### config.mk
export PLATFORM = sky130hd
export DESIGN_NAME = jet_ctrl
export DESIGN_NICKNAME = d
export VERILOG_FILES = /design/src/rtl/jet_pkg.sv /design/src/rtl/jet_ctrl.sv
export SDC_FILE = /design/constraint.sdc
export NUM_CORES = 1
export LEC_CHECK = 0
export BUFFER_PORTS_ARGS = -buffer_cell sky130_fd_sc_hd__buf_4
export CAP_MARGIN = 0
export CORE_AREA = 2 2 39 41
export CTS_BUF_LIST = sky130_fd_sc_hd__clkbuf_4 sky130_fd_sc_hd__clkbuf_8 sky130_fd_sc_hd__clkbuf_16
export DETAILED_ROUTE_END_ITERATION = 10
export DIE_AREA = 0 0 41 43
export PLACE_DENSITY_LB_ADDON = 0.2
export SKIP_CTS_REPAIR_TIMING = 1
export SYNTH_ARGS = -nofsm -noshare
export SYNTH_HDL_FRONTEND = slang
export SYNTH_SLANG_ARGS = --single-unit
### constraint.sdc
create_clock -name clk -period 2.44 [get_ports clk]
set_clock_uncertainty 0.2 [all_clocks]
set_input_delay 0.244 -clock clk [delete_from_list [all_inputs] [get_ports clk]]
set_output_delay 0.244 -clock clk [all_outputs]
set_load 0.01 [all_outputs]
### src/rtl/jet_pkg.sv
package jet_pkg;

  localparam int COORD_W = 32;
  localparam int ESC_W   = 31;
  localparam int OUT_W   = 10;
  localparam int PROD_W  = 2 * COORD_W;

  localparam logic signed [COORD_W-1:0] CONST_REAL_RST = -32'sd107374182;
  localparam logic signed [COORD_W-1:0] CONST_IMAG_RST = 32'sd161061274;
  localparam int                        LIMIT_RST      = 200;
  localparam logic [ESC_W-1:0]          ESC_SQ_RST     = 31'd603979776;

  typedef enum logic [1:0] {
    REG_CONST_REAL = 2'd0,
    REG_CONST_IMAG = 2'd1,
    REG_ITER_LIMIT = 2'd2,
    REG_ESC_SQUARE = 2'd3
  } cfg_reg_t;

  typedef enum logic [1:0] {
    ST_IDLE,
    ST_MUL,
    ST_TEST,
    ST_EMIT
  } state_t;

  typedef struct packed {
    logic load;
    logic mul;
    logic upd;
    logic emit;
  } dp_cmd_t;

  typedef struct packed {
    logic escaped;
    logic at_limit;
  } dp_sts_t;

  function automatic logic signed [COORD_W-1:0] sat_coord(
    input logic signed [PROD_W-1:0] x
  );
    logic hi_same;
    hi_same = (&x[PROD_W-1:COORD_W-1]) | (~|x[PROD_W-1:COORD_W-1]);
    if (hi_same) begin
      return x[COORD_W-1:0];
    end else if (x[PROD_W-1]) begin
      return {1'b1, {(COORD_W-1){1'b0}}};
    end else begin
      return {1'b0, {(COORD_W-1){1'b1}}};
    end
  endfunction

endpackage

### src/rtl/jet_ctrl.sv
module jet_ctrl (
  input  logic             clk,
  input  logic             rst_n,
  input  logic             in_valid,
  output logic             in_stall,
  output logic             out_valid,
  input  logic             out_stall,
  output jet_pkg::dp_cmd_t cmd,
  input  jet_pkg::dp_sts_t sts
);

  jet_pkg::state_t state_r, state_nxt;
  logic            out_valid_r, out_valid_nxt;
  logic            slot_free;

  assign slot_free = !out_valid_r || !out_stall;

  // next state
  always_comb begin
    state_nxt = state_r;
    unique case (state_r)
      jet_pkg::ST_IDLE: begin
        if (in_valid) state_nxt = jet_pkg::ST_MUL;
      end
      jet_pkg::ST_MUL: begin
        state_nxt = sts.at_limit ? jet_pkg::ST_EMIT : jet_pkg::ST_TEST;
      end
      jet_pkg::ST_TEST: begin
        state_nxt = sts.escaped ? jet_pkg::ST_EMIT : jet_pkg::ST_MUL;
      end
      jet_pkg::ST_EMIT: begin
        if (slot_free) state_nxt = jet_pkg::ST_IDLE;
      end
      default: state_nxt = jet_pkg::ST_IDLE;
    endcase
  end

  // outputs
  always_comb begin
    cmd      = '0;
    in_stall = 1'b1;
    unique case (state_r)
      jet_pkg::ST_IDLE: begin
        in_stall = 1'b0;
        cmd.load = in_valid;
      end
      jet_pkg::ST_MUL: begin
        cmd.mul = !sts.at_limit;
      end
      jet_pkg::ST_TEST: begin
        cmd.upd = !sts.escaped;
      end
      jet_pkg::ST_EMIT: begin
        cmd.emit = slot_free;
      end
      default: cmd = '0;
    endcase
  end

  // result register valid: a new transaction may land as the old one leaves
  always_comb begin
    out_valid_nxt = out_valid_r;
    if (cmd.emit) begin
      out_valid_nxt = 1'b1;
    end else if (!out_stall) begin
      out_valid_nxt = 1'b0;
    end
  end

  always_ff @(posedge clk) begin
    if (!rst_n) begin
      state_r     <= jet_pkg::ST_IDLE;
      out_valid_r <= 1'b0;
    end else begin
      state_r     <= state_nxt;
      out_valid_r <= out_valid_nxt;
    end
  end

  assign out_valid = out_valid_r;

endmodule

==> impl_metrics.toml, run 1 <==
[run_status]
status = "finished clean"

[synthesis]
synth_nets = 27
synth_edf_count = 0
synthFlopType = "dfxtp_1"
synthCells = 21
yosysSeqAreaShare_pct = 35.82
syn_area_per_cell_um2 = 7.984
synth_top_area_share_pct = 35.82
synth_area_leader_cell = "dfxtp_1"
syn_area_um2 = 167.7
synth.area.top_cells = "dfxtp_1 (36%), a21boi_0 (9.0%), nand2_1 (9.0%), mux2_1 (6.7%), nor2_1 (6.7%)"
yosys_warnings = 0
async_flop_share_pct = 0
synth_top_cells_by_count = "nand2_1 (4), dfxtp_1 (3), nor2_1 (3), a21boi_0 (2)"
synth-seq-cells = 3
synth_cell_types = 13
synth.most_common_cell = "nand2_1"

[clock_network]
h-tree-depth = 1
cts_buffer_depth = 2
cts_tree = "done"
clk-insertion-delay-late_ps = 230
clk_pin_slew_worst_paths_ps = 40
cts_root_buf = "clkbuf_4"
numCtsBuffers = 3
cts_sinks = 3

[routing]
drt-initial-drc-count = 2
vias = 187
drc = 0
wire_per_inst_um = 8.118
routed_wirelength_um = 414
vias_per_cell = 3.667
drtPass1Iterations = 2
antenna_left = 0

[hold_path]
whs_path_depth = 2
holdPathEnd = "state_r[0]"
hold_path_class = "primary input to flop"
min_from = "rst_n"

[floorplanning]
die-area_um2 = 1763
io-pin-count = 12
start_util_pct = 12.12
fp.dieW_um = 41
core_region_area_um2 = 1384
rows = 14
die_h_um = 43

[place]
port-buffer-count = 11
hpwl_um = 335.6
dpl_worst_slack_ps = 1124
placed_cells = 47
globalplace.congestion = 0.6160

[timing]
clock.fmax_ghz = 0.6419
setup-violations-final = 0
slew_viol_final = 0
rsz0062_at_grt = "no"
hold_viol = 0
period_share_pct = 63.85
fin_crit_ps = 1558
worst_slew_pin_slew_ps = 192.4
relSlewSlack_pct = 87.06
setup_tns_ps = 0
final.setup.worst_slack_ps = 882.2
hold_ws_ps = 85.71

[global_route]
antenna_found_initial = 0
grt_max_degree = 7
grt_pass1_wl_um = 607
track_usage_pct = 5.817
grt_pass1_vias = 170
grt_overflow = 0

[critical_path]
crit_slowest_cell = "dfxtp_1"
reg2reg_depth = 2
slowest_delay_ps = 350
crit_required_ps = 2000
path_buf_inv = 1
crit_fanout = 6
r2r-start = "state_r[0]"
path_class = "flop to primary output"
crit_chain = "or2_2, nor2_1, buf_4"
rrSetupSlack_ps = 1170
worst_setup_path_end_kind = "primary output"
arrival_ps = 1110
worstReg2RegEnd = "state_r[0]"
crit_path_start_kind = "flop"
critical-path-top-delay-family = "simple AND/OR/NAND/NOR gates"

[layout]
layout-drive-gt1-share_pct = 45.71
areaGrowthSynthToFinish_pct = 74.63
fillers = 166
diodes = 0
nets = 42
final_cells = 51
post-route-util_pct = 21.16

[flow_run]
cap_violations = 0

[pwr]
leakage_nw = 0.1386
vdd_drop_max_mv = 0.3139
powerDensity_nw_per_um2 = 659.6
==> layout make-up <==
cell class              count  area [µm²]  share of cell area (%)
multi-input cells          16       96.34                   32.91
repair buffers             11       82.58                   28.21
flip-flops and latches      3       60.06                   20.51
clock buffers               4       30.03                   10.26
well taps                  16       20.02                   6.838
inverters                   1       3.754                   1.282
==> where the power goes <==
| part | switching [W] | internal [W] |
|---|---|---|
| Clock | 0.0000263 | 0.0000724 |
| Combinational | 0.0000143 | 0.0000221 |
| Sequential | 0.00000487 | 0.0000531 |
| Total | 0.0000455 | 0.000148 |
==> kinds of logic after synthesis <==
| group | count (synthesis) | share of synthesized area, % |
|---|---|---|
| flops | 3 | 35.82 |
| compound gates | 4 | 19.40 |
| buf+inv | 2 | 6.716 |
| mux | 1 | 6.716 |
| simple gates | 11 | 31.35 |
==> metal layers <==
metal / wire length, µm / global-route usage (%)
met1: 188 / 5.449
met5: 0 / 0
met2: 165 / 7.187
met4: 0 / 2.000
met3: 59 / 7.853
==> sequential cells by signal (all words and copies together) (netlist names) <==
signal	flops
out_valid	1
state_r	2
==> metrics by stage <==
stage | instance area, µm² | total power (W)
2_1_floorplan | 167.7 | 0.00007548
3_3_place_gp | 262.8 | 0.00009501
3_5_place_dp | 262.8 | 0.00009557
4_1_cts | 292.8 | 0.0001964
5_1_grt | 292.8 | 0.0002057
6_report | 292.8 | 0.0001931
==> how the worst max path moves through the flow <==
stage                     from  endpoint  slack, ps  cells after the start
floorplan           state_r[1]    cmd[3]       1160                      2
global placement    state_r[1]    cmd[3]       1140                      3
detailed placement  state_r[1]    cmd[3]       1120                      3
CTS                 state_r[1]    cmd[3]        870                      3
global route        state_r[1]    cmd[3]        810                      3
finish              state_r[1]    cmd[3]        880                      3
==> layout by cell type (no fill, tap or decap) <==
cell and n:
clkbuf_4 4, nand2b_1 1, dfxtp_1 3, inv_1 1, or2_2 1, nand2_1 4, a21boi_0 2, o22ai_1 1
nor3b_1 1, buf_4 11, nor2_1 3, and2_1 1, mux2_1 1, o221a_1 1
(Power assumes the default switching activity.)
==> run 2, diff against run 1 <==
==> constraint.sdc (replaced) <==
create_clock -name clk -period 1.45 [get_ports clk]
set_clock_uncertainty 0.2 [all_clocks]
set_input_delay 0.145 -clock clk [delete_from_list [all_inputs] [get_ports clk]]
set_output_delay 0.145 -clock clk [all_outputs]
set_load 0.01 [all_outputs]
==> run 2 against run 1 <==
The flow now finishes with violations (negative hold slack). Cell count is 3.9% higher. Combinational power is 88% higher. Total power is 73% higher. Non-clock buffer count is 2 higher. Register-to-register slack worse by 940 ps. Routed wire length is 2.4% higher. Setup slack worse by 810 ps. First-iteration DRC count grew to 3.0 times the previous value. Critical endpoint is now cmd[1]. Largest cell class is now non-clock buffers.
==> impl_metrics.toml, run 2 (synthesized netlist as in run 1, its figures left out) <==
[run_status]
status = "finished with violations"
violations = "negative hold slack"

[timing]
worst_slew_pin_slew_ps = 185.7
slew_viol_final = 0
rsz0062_at_grt = "no"
hold_ws_ps = -3.534
setup_tns_ps = 0
fin_crit_ps = 1383
relSlewSlack_pct = 87.59
clock.fmax_ghz = 0.7233
hold_viol = 1
period_share_pct = 95.35
setup-violations-final = 0

[hold_path]
hold_path_class = "primary input to flop"

[clock_network]
clk-insertion-delay-late_ps = 240
cts_tree = "done"
h-tree-depth = 1
cts_sinks = 3
numCtsBuffers = 3
cts_root_buf = "clkbuf_4"
clk_pin_slew_worst_paths_ps = 30
cts_buffer_depth = 2

[pwr]
vdd_drop_max_mv = 0.5538
post-layout-total-power_w = 0.0003338
leakage_nw = 0.1477
powerDensity_nw_per_um2 = 1050

[layout]
layout-drive-gt1-share_pct = 48.65
final_common_cell = "buf_4"
areaGrowthSynthToFinish_pct = 89.55
final_cell_mix = "buf_4 (11), nand2_1 (4), clkbuf_4 (4)"
nets = 44
final_cell_area_um2 = 317.8
fillers = 154
multi_input_area_um2 = 98.84
seq_area_um2 = 62.56
diodes = 0
regMostFlops = "state_r"
post-route-util_pct = 22.97
largest_reg_flops = 2

[place]
globalplace.congestion = 0.6307
port-buffer-count = 11
dpl-instance-area_um2 = 262.8
hpwl_um = 317.3

[critical_path]
critical-path-top-delay-family = "buffers and inverters"
crit_required_ps = 1110
path_buf_inv = 3
slowest_delay_ps = 540
path_common_cell = "buf_4"
crit_chain = "dlygate4sd3_1, buf_4, nor2_1, buf_4"
crit_fanout = 2
crit_path_start_kind = "primary input"
crit_slowest_cell = "dlygate4sd3_1"
arrival_ps = 1040
worst_setup_path_end_kind = "primary output"
path_class = "primary input to primary output"

[routing]
routed_wirelength_um = 424
drtPass1Iterations = 4
vias_per_cell = 3.755
drt-initial-drc-count = 6
vias = 199
wire_per_inst_um = 8.000
drc = 0
antenna_left = 0

[flow_run]
cap_violations = 0

[global_route]
grt_pass1_wl_um = 607
grt_overflow = 0
antenna_found_initial = 0
grt_max_degree = 7
track_usage_pct = 5.806
grt_pass1_vias = 159

[floorplanning]
start_util_pct = 12.12
fp.dieW_um = 41
die_h_um = 43
io-pin-count = 12
core_region_area_um2 = 1384
rows = 14
die-area_um2 = 1763
run 2: where the power goes:
group	switching, W	internal [W]	leakage [nW]
sequential	0.00000814	0.0000907	0.0253
combinational	0.0000251	0.0000433	0.104
clock	0.0000448	0.000122	0.0184
total	0.0000780	0.000256	0.148
run 2: metal layers:
metal,vias up,global-route usage (%),wire length [µm]
li1,101,-,-
met1,84,6.688,168
met2,14,5.938,170
met3,0,7.853,86
met4,0,2.000,0
met5,-,0,0
run 2: area by class of cell:
class	instances	share of cell area [%]
clock buffers	4	9.449
inverters	1	1.181
multi-input cells	16	31.10
flip-flops and latches	3	19.69
well taps	16	6.299
repair buffers	13	32.28
run 2: path summary, 6_finish.rpt:
path | to | startpoint | slack, ps | cells past startpoint
worst max-delay path | cmd[1] | sts[1] | 70 | 4
worst min-delay path | out_valid | out_stall | -4 | 3
worst max register to register | state_r[0] | state_r[0] | 230 | 2
worst min register to register | out_valid | out_valid | 280 | 2
run 2: tightest hold or removal path, cell delays in order:
cell and delay, ps:
buf_4 120, nand2_1 50, a21boi_0 60
run 2: metrics by stage:
stage,cells,setup slack (ps)
2_1_floorplan,21,244.8
3_3_place_gp,47,226.7
3_5_place_dp,47,193.4
4_1_cts,51,-1.631
5_1_grt,53,17.82
6_report,53,67.38
